===== src/rtl/cz_pkg.sv =====
// Shared constants, types and helpers for the column z-score standardizer.
package cz_pkg;

    // Store and column geometry
    localparam int MAX_ELEMENTS = 4096;
    localparam int MAX_COLUMNS  = 64;
    localparam int SAMPLE_W     = 16;
    localparam int ADDR_W       = $clog2(MAX_ELEMENTS);
    localparam int CNT_W        = ADDR_W + 1;
    localparam int COL_IDX_W    = $clog2(MAX_COLUMNS);
    localparam int COL_W        = COL_IDX_W + 1;

    localparam logic [CNT_W-1:0] MAX_ELEM_CNT = CNT_W'(MAX_ELEMENTS);
    localparam logic [COL_W-1:0] MAX_COL_CNT  = COL_W'(MAX_COLUMNS);

    // Accumulator and arithmetic widths
    localparam int SUM_W      = 28;
    localparam int SQ_W       = 43;
    localparam int PROD_W     = 55;
    localparam int NN_W       = 25;
    localparam int DIV_STEP_W = 6;
    localparam int MUL_STEPS  = 28;
    localparam int MCNT_W     = 5;
    localparam int SQRT_W     = 32;
    localparam int SQRT_STEPS = 16;
    localparam int SCNT_W     = 5;

    // Input modes
    localparam logic [1:0] MODE_LOAD  = 2'd0;
    localparam logic [1:0] MODE_READ  = 2'd1;
    localparam logic [1:0] MODE_CLEAR = 2'd2;
    localparam logic [1:0] MODE_NOP   = 2'd3;

    // Result status codes
    localparam logic [1:0] STS_OK    = 2'd0;
    localparam logic [1:0] STS_EMPTY = 2'd1;
    localparam logic [1:0] STS_OVF   = 2'd2;

    typedef enum logic [4:0] {
        S_IDLE, S_ROWS, S_ST_RD, S_ST_ACC, S_MEAN_GO, S_MEAN, S_NQ, S_SS,
        S_NN, S_VAR, S_SQRT, S_RD_ADDR, S_RD_CALC, S_RD_DIV, S_EMIT, S_EMPTY
    } t_state;

    typedef enum logic [4:0] {
        OP_NONE, OP_LOAD, OP_CLEAR, OP_ROWS_START, OP_ROWS_SAVE, OP_ST_RD,
        OP_ST_ACC, OP_MEAN_START, OP_MEAN_SAVE, OP_NQ_SAVE, OP_SS_SAVE,
        OP_NN_SAVE, OP_VAR_SAVE, OP_COL_SAVE, OP_RD_ADDR, OP_RD_CALC,
        OP_RD_QUOT, OP_EMIT, OP_EMPTY
    } t_op;

    typedef struct packed {
        t_op  op;
        logic in_ready;
    } t_cmd;

    typedef struct packed {
        logic [1:0] in_mode;
        logic       in_valid;
        logic       rows_zero;
        logic       stats_ready;
        logic       row_last;
        logic       col_last;
        logic       dev_zero;
        logic       div_busy;
        logic       mul_busy;
        logic       sqrt_busy;
        logic       out_free;
    } t_sts;

    // Clamp a wide signed value into the sample range
    function automatic logic [SAMPLE_W-1:0] sat16(input logic signed [25:0] v);
        logic signed [25:0] hi;
        logic signed [25:0] lo;
        hi = 26'sd32767;
        lo = -26'sd32768;
        if (v > hi) begin
            return 16'h7FFF;
        end else if (v < lo) begin
            return 16'h8000;
        end
        return v[SAMPLE_W-1:0];
    endfunction

endpackage


===== src/rtl/cz_ctrl.sv =====
// Sequencer: walks loads, the per-column statistics pass and element reads.
module cz_ctrl (
    input  logic         i_clk,
    input  logic         i_rst_n,
    input  cz_pkg::t_sts i_sts,
    output cz_pkg::t_cmd o_cmd
);
    cz_pkg::t_state r_state;
    cz_pkg::t_state n_state;

    always_ff @(posedge i_clk) begin
        if (!i_rst_n) begin
            r_state <= cz_pkg::S_IDLE;
        end else begin
            r_state <= n_state;
        end
    end

    // next state and command
    always_comb begin
        n_state         = r_state;
        o_cmd.op        = cz_pkg::OP_NONE;
        o_cmd.in_ready  = 1'b0;
        unique case (r_state)
            cz_pkg::S_IDLE: begin
                o_cmd.in_ready = 1'b1;
                if (i_sts.in_valid) begin
                    unique case (i_sts.in_mode)
                        cz_pkg::MODE_LOAD:  o_cmd.op = cz_pkg::OP_LOAD;
                        cz_pkg::MODE_CLEAR: o_cmd.op = cz_pkg::OP_CLEAR;
                        cz_pkg::MODE_READ: begin
                            o_cmd.op = cz_pkg::OP_ROWS_START;
                            n_state  = cz_pkg::S_ROWS;
                        end
                        default: o_cmd.op = cz_pkg::OP_NONE;
                    endcase
                end
            end
            cz_pkg::S_ROWS: begin
                if (!i_sts.div_busy) begin
                    o_cmd.op = cz_pkg::OP_ROWS_SAVE;
                    if (i_sts.rows_zero) begin
                        n_state = cz_pkg::S_EMPTY;
                    end else if (i_sts.stats_ready) begin
                        n_state = cz_pkg::S_RD_ADDR;
                    end else begin
                        n_state = cz_pkg::S_ST_RD;
                    end
                end
            end
            cz_pkg::S_ST_RD: begin
                o_cmd.op = cz_pkg::OP_ST_RD;
                n_state  = cz_pkg::S_ST_ACC;
            end
            cz_pkg::S_ST_ACC: begin
                o_cmd.op = cz_pkg::OP_ST_ACC;
                n_state  = i_sts.row_last ? cz_pkg::S_MEAN_GO : cz_pkg::S_ST_RD;
            end
            cz_pkg::S_MEAN_GO: begin
                o_cmd.op = cz_pkg::OP_MEAN_START;
                n_state  = cz_pkg::S_MEAN;
            end
            cz_pkg::S_MEAN: begin
                if (!i_sts.div_busy) begin
                    o_cmd.op = cz_pkg::OP_MEAN_SAVE;
                    n_state  = cz_pkg::S_NQ;
                end
            end
            cz_pkg::S_NQ: begin
                if (!i_sts.mul_busy) begin
                    o_cmd.op = cz_pkg::OP_NQ_SAVE;
                    n_state  = cz_pkg::S_SS;
                end
            end
            cz_pkg::S_SS: begin
                if (!i_sts.mul_busy) begin
                    o_cmd.op = cz_pkg::OP_SS_SAVE;
                    n_state  = cz_pkg::S_NN;
                end
            end
            cz_pkg::S_NN: begin
                if (!i_sts.mul_busy) begin
                    o_cmd.op = cz_pkg::OP_NN_SAVE;
                    n_state  = cz_pkg::S_VAR;
                end
            end
            cz_pkg::S_VAR: begin
                if (!i_sts.div_busy) begin
                    o_cmd.op = cz_pkg::OP_VAR_SAVE;
                    n_state  = cz_pkg::S_SQRT;
                end
            end
            cz_pkg::S_SQRT: begin
                if (!i_sts.sqrt_busy) begin
                    o_cmd.op = cz_pkg::OP_COL_SAVE;
                    n_state  = i_sts.col_last ? cz_pkg::S_RD_ADDR : cz_pkg::S_ST_RD;
                end
            end
            cz_pkg::S_RD_ADDR: begin
                o_cmd.op = cz_pkg::OP_RD_ADDR;
                n_state  = cz_pkg::S_RD_CALC;
            end
            cz_pkg::S_RD_CALC: begin
                o_cmd.op = cz_pkg::OP_RD_CALC;
                n_state  = i_sts.dev_zero ? cz_pkg::S_EMIT : cz_pkg::S_RD_DIV;
            end
            cz_pkg::S_RD_DIV: begin
                if (!i_sts.div_busy) begin
                    o_cmd.op = cz_pkg::OP_RD_QUOT;
                    n_state  = cz_pkg::S_EMIT;
                end
            end
            cz_pkg::S_EMIT: begin
                if (i_sts.out_free) begin
                    o_cmd.op = cz_pkg::OP_EMIT;
                    n_state  = cz_pkg::S_IDLE;
                end
            end
            cz_pkg::S_EMPTY: begin
                if (i_sts.out_free) begin
                    o_cmd.op = cz_pkg::OP_EMPTY;
                    n_state  = cz_pkg::S_IDLE;
                end
            end
            default: n_state = cz_pkg::S_IDLE;
        endcase
    end

endmodule


===== config.mk =====
export PLATFORM = sky130hd
export DESIGN_NAME = cz_ctrl
export DESIGN_NICKNAME = d
export VERILOG_FILES = /design/src/rtl/cz_pkg.sv /design/src/rtl/cz_ctrl.sv
export SDC_FILE = /design/constraint.sdc
export NUM_CORES = 1
export LEC_CHECK = 0
export ABC_AREA = 1
export ABC_CLOCK_PERIOD_IN_PS = 3800
export BUFFER_PORTS_ARGS = -buffer_cell sky130_fd_sc_hd__buf_2
export CORE_AREA = 2 2 39 41
export CTS_CLUSTER_SIZE = 12
export DETAILED_ROUTE_END_ITERATION = 10
export DIE_AREA = 0 0 41 43
export GPL_TIMING_DRIVEN = 0
export PLACE_DENSITY = 0.87
export SLEW_MARGIN = 20
export SYNTH_ARGS = -nofsm -noshare
export SYNTH_HDL_FRONTEND = slang
export SYNTH_SLANG_ARGS = --single-unit
export TNS_END_PERCENT = 5

===== constraint.sdc =====
create_clock -name i_clk -period 3.8 [get_ports i_clk]
set_input_delay 0.19 -clock i_clk [delete_from_list [all_inputs] [get_ports i_clk]]
set_output_delay 0.19 -clock i_clk [all_outputs]
set_load 0.005 [all_outputs]

== Word-level counts from Yosys, hierarchy flattened ==
Index checks and enable logic that the tools add are counted.
W data, S select, Z words.
Operators by class
  equality and inequality tests: 28
  reductions and logical operators: 4
  muxes and demuxes: 31
Operator list (number)
  $pmux W5 S16: 1
  $mux W5: 15
  $pmux W5 S15: 1
  $eq A5 B4 Y1 const B: 8
  $mux W4: 8
  $eq A5 B3 Y1 const B: 4
  $ne A2 B2 Y1 const B: 9
  $reduce_and A11 Y1: 1
  $eq A5 B2 Y1 const B: 2
  $mux W3: 2
  $pmux W2 S3: 1
  $eq A5 B1 Y1 const B: 1
  $logic_not A5 Y1: 1
  $mux W2: 2
  $ne A2 B1 Y1 const B: 2
  $eq A2 B1 Y1 const B: 1
  $eq A2 B2 Y1 const B: 1
  $logic_not A2 Y1: 1
  $reduce_or A2 Y1: 1
  $mux W1: 1
Word-level totals
  register bits after elaboration: 5
  word-level logic and storage cells: 64
  output and inout bits: 6

== Depth between registers and ports, before layout ==
Gate-level depths: netlist of run 1.
  depth in word-level cells: 4
  depth in mapped cells: 10
  depth with buffers taken out: 10

== Worst setup path before layout of run 1 ==
OpenSTA, ideal clock, no wires.
  path type: register to output
  from: register r_state[2]
  to: output o_cmd[2] (netlist bit)
  setup slack: 2.586 ns
  path buffers: 0
  cell stages (with the launch flop): 5
  arrival time: 1.024 ns
  cell sequence: dfxtp_1 > nand2_1 > nor3_1 > inv_1 > o2111ai_1
RTL lines
  start, declared: RTL line cz_ctrl.sv:8  | cz_pkg::t_state r_state;
  start signal, assigned: RTL line cz_ctrl.sv:13  | r_state <= cz_pkg::S_IDLE;
  start signal, assigned: RTL line cz_ctrl.sv:15  | r_state <= n_state;
  end, declared: RTL line cz_ctrl.sv:6  | output cz_pkg::t_cmd o_cmd

==> results of run 1 <==
-- metal layers --
layer	wire length (µm)	track usage, %	vias to the layer above
met4	17	11.33	0
met3	107	3.141	2
met2	776	32.81	39
met1	708	30.23	341
li1	-	-	441
met5	0	0	-
-- area by class of cell --
class,count,area share [%]
Clock buffer,3,2.885
Inverter,18,8.654
Tap cell,16,2.564
Sequential cell,4,10.26
Timing Repair Buffer,19,12.18
Multi-Input combinational cell,103,63.46
-- through the flow --
stage	hold slack [ns]	setup WS (ns)	utilization [%]	total power, W	cell area, µm²
global placement	0.4483	2.361	54.79	0.0004388	758.2
floorplan	0.3104	2.586	-	0.0003476	643.1
CTS	0.2037	2.028	56.42	0.0005023	780.7
global route	0.2066	1.915	56.42	0.0005623	780.7
finish	0.2081	2.034	56.42	0.0005008	780.7
detailed placement	0.4513	2.289	54.79	0.0004482	758.2
-- logic make-up (layout without fill, tap and decap cells) --
group / after synthesis / count (layout) / synth area share, %
AO/OA/AOI/OAI: 6 / 6 / 6.032
adder cells (fa/ha/maj): 3 / 3 / 5.837
flip-flops: 4 / 4 / 12.45
buffers and inverters: 18 / 40 / 10.51
AND/OR/NAND/NOR: 94 / 94 / 65.18
-- power by group --
part	total, W	internal [W]	switching [W]
sequential	0.0000857	0.0000589	0.0000267
clock	0.0000512	0.0000352	0.0000160
combinational	0.000364	0.000136	0.000228
total	0.000501	0.000230	0.000271
-- cells in the final DEF, fill, tap and decap left out --
| master | instances |
|---|---|
| o31ai_1 | 1 |
| nor2_4 | 1 |
| or2_2 | 1 |
| a21oi_1 | 1 |
| nor3_1 | 3 |
| nor4_1 | 1 |
| inv_1 | 11 |
| nand2_1 | 46 |
| nand3_2 | 1 |
| and2_1 | 1 |
| nand2_4 | 1 |
| nand3_1 | 12 |
| o211ai_1 | 1 |
| nor2_2 | 3 |
| dfxtp_1 | 4 |
| ha_1 | 3 |
| clkbuf_4 | 3 |
| inv_2 | 7 |
| nand4_1 | 1 |
| buf_2 | 19 |
| nor2_1 | 20 |
| or2_1 | 1 |
| nand2_2 | 1 |
| o21ai_0 | 2 |
| nor3b_1 | 1 |
| o2111ai_1 | 1 |
-- tightest hold or removal path, delay by kind of cell --
family	cells	cell delay, ns
buf+inv	1	0.12
simple gates	2	0.09
-- how the worst max path moves through the flow --
stage | start | to | slack [ns] | cells after the start
4_1_cts | r_state[3]$_SDFFE_PN0P_ | o_cmd[2] | 2.03 | 5
3_3_place_gp | r_state[3]$_SDFFE_PN0P_ | o_cmd[2] | 2.36 | 5
3_5_place_dp | r_state[3]$_SDFFE_PN0P_ | o_cmd[2] | 2.29 | 5
2_1_floorplan | r_state[2]$_SDFFE_PN0P_ | o_cmd[2] | 2.59 | 4
6_report | r_state[3]$_SDFFE_PN0P_ | o_cmd[2] | 2.03 | 5
5_1_grt | r_state[3]$_SDFFE_PN0P_ | o_cmd[2] | 1.91 | 5
==> results.ini, run 1 <==
[run_status]
status=finished clean

[detailed_routing]
wl_per_cell_um=9.871
vias=823
finalWirelength_um=1609
drt_iter0_markers=38
firstDrtPassIters=4
drc=0
ant_nets=0
vias_per_cell=5.049

[sta]
hold_viol=0
finalSetupViolCount=0
fin_setup_tns_ns=0
finClkSkew_ns=0.00003002
period_share_pct=46.47
fin_crit_ns=1.766
relSlewSlack_pct=78.97
rsz0062_at_grt=false
slew_violations=0
tightest_slew_ns=0.3143
fmax_mhz=566.3

[cells_and_area]
fillers=147
regMostFlops=r_state
multiInputGateArea_um2=495.5
antenna_cells=0
syn2layout_area_growth_pct=21.40
top_regs=r_state x4
register_area_um2=80.08
drive_above_1_share_pct=25.17
largest_reg_flops=4
nNetsFinal=166
instances_no_fill=163

[hold_path]
hold_start=i_rst_n
holdPathEnd=r_state[0]$_SDFFE_PN0P_
hold_path_depth=3
worstHoldPathType=input pin to flip-flop

[synth]
ys_warn_count=0
synth_most_common_cell=nand2_1
yosys.area.top_type=nand2_1
yosysUniqueCellTypes=24
synth_nets=142
synthTopCellsByCount=46 x nand2_1, 20 x nor2_1, 12 x nand3_1
synth_seq_cells=4
synthTopCellsByArea=nand2_1 27%, dfxtp_1 12%, nor2_1 12%
async_reset_ff_share_pct=0
synth_area_um2=643.1
synth-main-ff-cell=dfxtp_1
synth_cells=125
synth_edf_count=0
netlist.area_leader.share_pct=26.85
ys_seq_area_share_pct=12.45
syn_avg_cell_area_um2=5.145

[critical_path]
cp.arrival_ns=1.58
critPathLaunchType=flip-flop
path_delay_family=flip-flops
crit_required_ns=3.61
cp_max_fo=7
reg2reg_depth=9
r2r_start=r_state[3]$_SDFFE_PN0P_
path_class=flip-flop to output port
cp_num_buf_inv=2
worstPathCellList=nand2_1 -> nor3_1 -> inv_1 -> o2111ai_1 -> buf_2
worst_path_max_delay_cell=dfxtp_1
max_stage_delay_ns=0.47
endpoint_kind=output port
regToRegEndpoint=r_state[3]$_SDFFE_PN0P_
r2r_setup_slack_ns=2.39

[pwr]
vdd_drop_max_mv=0.3339
power_leakage_nw=0.4668
power_density_mw_per_mm2=641.4

[clock_network]
post-cts-setup-buffer-count=0
cts_buffers=3
hold_buffers=0
clk_path_buf_depth=2
cts_sinks=4
cts-htree-levels=1
root_buffer=clkbuf_4
clock_latency_ns=0.23
ctsResizeCount=0
cts_tree=built
clk_pin_slew_ns=0.03

[placed_design]
gp_congestion=0.9052
dp.cells=160
port_buffers=19
dpl.hpwl_um=1369

[floorplanning]
dieArea_mm2=0.001763
core_mm2=0.001384
start_util_pct=46.47
ios=20
die_height_um=43
num_rows=14
die_w_um=41

[global_route]
grt_max_degree=9
globalRouteOverflowTotal=0
grt.total_usage_pct=22.29
first_global_vias=721
grt_pass1_wl_um=2760
antenna_found_initial=0

[flow_run]
drv_cap=0

Note: power is estimated with default switching activity, not from simulation.
==> run 2, diff against run 1 <==
ABC_CLOCK_PERIOD_IN_PS = 1700   (was 3800)
CORE_AREA = 2 2 40 42   (was 2 2 39 41)
DIE_AREA = 0 0 42 44   (was 0 0 41 43)
PLACE_DENSITY = 0.84   (was 0.87)
clock period = 1.7 ns   (was 3.8 ns; I/O delays follow)
==> run 2 against run 1 <==
Effect of this change: clock power is 120% higher; critical path depth is 2 higher; via count rose by 0.61%; register-to-register slack got worse by 2.1 ns; worst setup slack worse by 1.9 ns; first-iteration DRC count shrank 2.6%; flip-flop and latch count unchanged; combinational power is 120% higher; largest power group unchanged; final cell count unchanged; core utilization fell by 0.60 points; cell area rose by 1.4%; highest routed layer is now met3; global-route usage fell by 4.3 points.
==> results.ini, run 2 (synthesis gave the netlist of run 1 again) <==
[sta]
period_share_pct=93.42
hold_viol=0
rsz0062_at_grt=false
relSlewSlack_pct=80.64
finClkSkew_ns=0.0004432
fin_setup_tns_ns=0
hold_ws_ns=0.1071
finalSetupViolCount=0
fin_crit_ns=1.588
fmax_mhz=629.7
tightest_slew_ns=0.2893
slew_violations=0

[floorplanning]
start_util_pct=45.33
die_height_um=44
dieArea_mm2=0.001848
core_mm2=0.001419
ios=20
die_w_um=42
num_rows=14

[run_status]
status=finished clean

[critical_path]
critPathLaunchType=flip-flop
r2r_setup_slack_ns=0.29
cp.arrival_ns=1.50
crit_required_ns=1.62
endpoint_kind=output port
path_class=flip-flop to output port
worst_path_max_delay_cell=dfxtp_1
max_stage_delay_ns=0.46
cp_max_fo=5
worstPathCellList=inv_2 -> nor2_2 -> nand2_1 -> nand2_1 -> nand2_1 -> o2111ai_1 -> buf_2
cpMostUsedCell=nand2_1

[pwr]
power_leakage_nw=0.4688
finalPower_w=0.001120
vdd_drop_max_mv=0.8558
power_density_mw_per_mm2=1414

[clock_network]
clock_latency_ns=0.23
cts_buffers=3
cts_tree=built
cts_sinks=4
clk_path_buf_depth=2
cts-htree-levels=1
root_buffer=clkbuf_4
clk_pin_slew_ns=0.03

[flow_run]
drv_cap=0

[detailed_routing]
drt_iter0_markers=37
drc=0
vias=828
wl_per_cell_um=9.810
firstDrtPassIters=4
ant_nets=0
finalWirelength_um=1599
vias_per_cell=5.080

[cells_and_area]
regMostFlops=r_state
drive_above_1_share_pct=27.89
final_cell_mix=44 x nand2_1, 20 x nor2_1, 19 x buf_2, 12 x nand3_1, 11 x inv_1
final_common_cell=nand2_1
syn2layout_area_growth_pct=23.15
design_area_um2=792.0
top_regs=r_state x4
nNetsFinal=166
antenna_cells=0
largest_reg_flops=4

[global_route]
grt_max_degree=9
antenna_found_initial=0
first_global_vias=665
globalRouteOverflowTotal=0
grt_pass1_wl_um=2628
grt.total_usage_pct=18.00

[hold_path]
worstHoldPathType=input pin to flip-flop

[placed_design]
dpl.hpwl_um=1332
place_area_um2=758.2
gp_congestion=0.9252
port_buffers=19

run 2: cell count changes in the layout (fill, tap and decap cells not counted):
cell,change
nand2_2,+2
dfxtp_1,-1
nor3_1,-1
dfxtp_2,+1
nand2_1,-2
nor3_2,+1
run 2: cell type report:
class / count / area [µm²]
Sequential cell: 4 / 81.33
Fill cell: 138 / 626.9
Tap cell: 16 / 20.02
Multi-Input combinational cell: 103 / 505.5
Clock buffer: 3 / 22.52
Inverter: 18 / 67.56
Timing Repair Buffer: 19 / 95.09
run 2: metrics by stage:
step           utilization, %  std cells  worst slack (ns)
2_1_floorplan               -        125            0.4896
3_3_place_gp            53.44        160            0.3620
3_5_place_dp            53.44        160            0.3202
4_1_cts                 55.03        163           0.06700
5_1_grt                 55.82        163           0.01136
6_report                55.82        163            0.1118
run 2: worst max-delay path: cells and delay by family (launching register included):
kind | cells | cell delay (ns)
compound gates | 1 | 0.08
simple gates | 4 | 0.50
buf+inv | 2 | 0.23
flops | 1 | 0.46
run 2: routing by layer:
| layer | vias up | part of all wire (%) | track usage (%) |
|---|---|---|---|
| li1 | 439 | - | - |
| met2 | 37 | 50 | 29.38 |
| met4 | 0 | 0 | 9.032 |
| met3 | 0 | 8.1 | 0 |
| met1 | 352 | 41 | 24.75 |
| met5 | - | 0 | 0 |
run 2: report_power, final:
group	leakage (nW)	switching, W	internal [W]
clock network	0.0138	0.0000331	0.0000785
registers	0.0335	0.0000614	0.000134
logic	0.421	0.000507	0.000307
total	0.469	0.000601	0.000519
run 2: worst paths after layout:
| kind | start | end | depth (start not counted) |
|---|---|---|---|
| setup / recovery | r_state[2]$_SDFFE_PN0P_ | o_cmd[2] | 7 |
| hold / removal | i_rst_n | r_state[3]$_SDFFE_PN0P_ | 3 |
| setup reg to reg | r_state[2]$_SDFFE_PN0P_ | r_state[0]$_SDFFE_PN0P_ | 9 |
| hold reg to reg | r_state[0]$_SDFFE_PN0P_ | r_state[0]$_SDFFE_PN0P_ | 4 |
run 2: repair_timing:
action / 4_1_cts / 5_1_grt
endpoints found under the setup margin: 0 / 3
buffers inserted: 0 / 0
resized for setup: 0 / 4
hold buffers: 0 / 0
==> run 3, diff against run 2 <==
CORE_AREA = 2 2 39 41   (was 2 2 40 42)
CTS_BUF_LIST = sky130_fd_sc_hd__clkbuf_4 sky130_fd_sc_hd__clkbuf_8   (was not set)
DIE_AREA = 0 0 41 43   (was 0 0 42 44)
PLACE_DENSITY = 0.87   (was 0.84)
==> run 3 against run 2 <==
Effect of this change: core utilization up 1.3 points; largest power group unchanged; worst setup slack improved by 0.034 ns; critical path type unchanged; wire length grew 2.3%; highest routed layer is now met4; first-iteration DRC count shrank 14%.
==> results.ini, run 3 (synthesis gave the netlist of run 1 again) <==
[run_status]
status=finished clean

[critical_path]
critPathLaunchType=flip-flop
cp.arrival_ns=1.47
r2r_start=r_state[1]$_SDFFE_PN0P_
regToRegEndpoint=r_state[3]$_SDFFE_PN0P_
startpoint=r_state[3]$_SDFFE_PN0P_
r2r_setup_slack_ns=0.32
endpoint_kind=output port
crit_required_ns=1.62
path_class=flip-flop to output port
cp_max_fo=7
reg2reg_depth=9
endpoint=o_cmd[3]

[hold_path]
worstHoldPathType=input pin to flip-flop
hold_path_depth=3

[sta]
finClkSkew_ns=0.00003017
slew_violations=0
rsz0062_at_grt=false
fin_crit_ns=1.554
hold_viol=0
fmax_mhz=643.6
fin_ws_ns=0.1463
tightest_slew_ns=0.3125
relSlewSlack_pct=79.09
finalSetupViolCount=0
period_share_pct=91.40
fin_setup_tns_ns=0

[flow_run]
drv_cap=0

[clock_network]
root_buffer=clkbuf_4
ctsResizeCount=0
cts_tree=built
cts_sinks=4
cts-htree-levels=1
post-cts-setup-buffer-count=0
clock_latency_ns=0.23
cts_buffers=3
hold_buffers=0
clk_path_buf_depth=2
clk_pin_slew_ns=0.03

[global_route]
first_global_vias=721
grt_pass1_wl_um=2760
grt.total_usage_pct=22.29
antenna_found_initial=0
grt_max_degree=9
globalRouteOverflowTotal=0

[detailed_routing]
vias_per_cell=5.135
wl_per_cell_um=10.04
vias=837
ant_nets=0
drc=0
finalWirelength_um=1636
drt_iter0_markers=32
firstDrtPassIters=4

[cells_and_area]
top_regs=r_state x4
regMostFlops=r_state
multiInputGateArea_um2=503.0
fillers=148
antenna_cells=0
nNetsFinal=166
syn2layout_area_growth_pct=22.96
register_area_um2=82.58
utilization_pct=57.14
drive_above_1_share_pct=27.89
largest_reg_flops=4
final_common_cell=nand2_1
final_cell_mix=45 x nand2_1, 20 x nor2_1, 19 x buf_2, 12 x nand3_1, 11 x inv_1

[pwr]
power_density_mw_per_mm2=1436
power_leakage_nw=0.4683
finalPower_w=0.001136
vdd_drop_max_mv=0.7726

[floorplanning]
ios=20
die_height_um=43
num_rows=14
core_mm2=0.001384
dieArea_mm2=0.001763
start_util_pct=46.47
die_w_um=41

[placed_design]
gp_congestion=0.9052
dpl.hpwl_um=1369
port_buffers=19
dp_slack_ns=0.2941

==> run 3: cell counts in the layout (fill, tap and decap cells not counted) <==
No cell type changed its count.
==> run 3: power breakdown <==
part / internal [W] / leakage (nW) / switching [W] / total (W)
combinational: 0.000306 / 0.421 / 0.000519 / 0.000825
sequential: 0.000135 / 0.0339 / 0.0000611 / 0.000197
clock: 0.0000787 / 0.0138 / 0.0000357 / 0.000114
==> run 3: per-layer routing <==
layer	vias up	part of all wire (%)	GRT usage, %
li1	439	-	-
met2	29	48	32.81
met3	6	4.8	3.141
met5	-	0	0
met1	363	45	30.23
met4	0	2.0	11.33
==> run 3: worst max-delay path, cell delays in order, from the launching register on <==
cell	delay [ns]
dfxtp_2	0.35
nand2_1	0.20
inv_2	0.05
nand2_1	0.08
nand2_1	0.08
nor3_1	0.24
nand3_1	0.09
buf_2	0.13
==> run 3: layout make-up <==
cell class,instances,share of cell area (%)
sequential,4,10.44
multi-input combinational,103,63.61
tap,16,2.532
inverter,18,8.544
timing repair buffer,19,12.03
clock buffer,3,2.848
==> run 3: worst min path at each step <==
stage | from | to
CTS | i_rst_n | r_state[2]$_SDFFE_PN0P_
finish | i_rst_n | r_state[2]$_SDFFE_PN0P_
detailed placement | i_rst_n | r_state[1]$_SDFFE_PN0P_
global route | i_rst_n | r_state[1]$_SDFFE_PN0P_
global placement | i_rst_n | r_state[0]$_SDFFE_PN0P_
floorplan | i_rst_n | r_state[0]$_SDFFE_PN0P_
==> run 3: per-stage QoR <==
stage | cells | hold WS [ns] | instance area [µm²]
2_1_floorplan | 125 | 0.2054 | 643.1
3_3_place_gp | 160 | 0.3433 | 758.2
3_5_place_dp | 160 | 0.3463 | 758.2
4_1_cts | 163 | 0.09867 | 780.7
5_1_grt | 163 | 0.1016 | 790.8
6_report | 163 | 0.1003 | 790.8
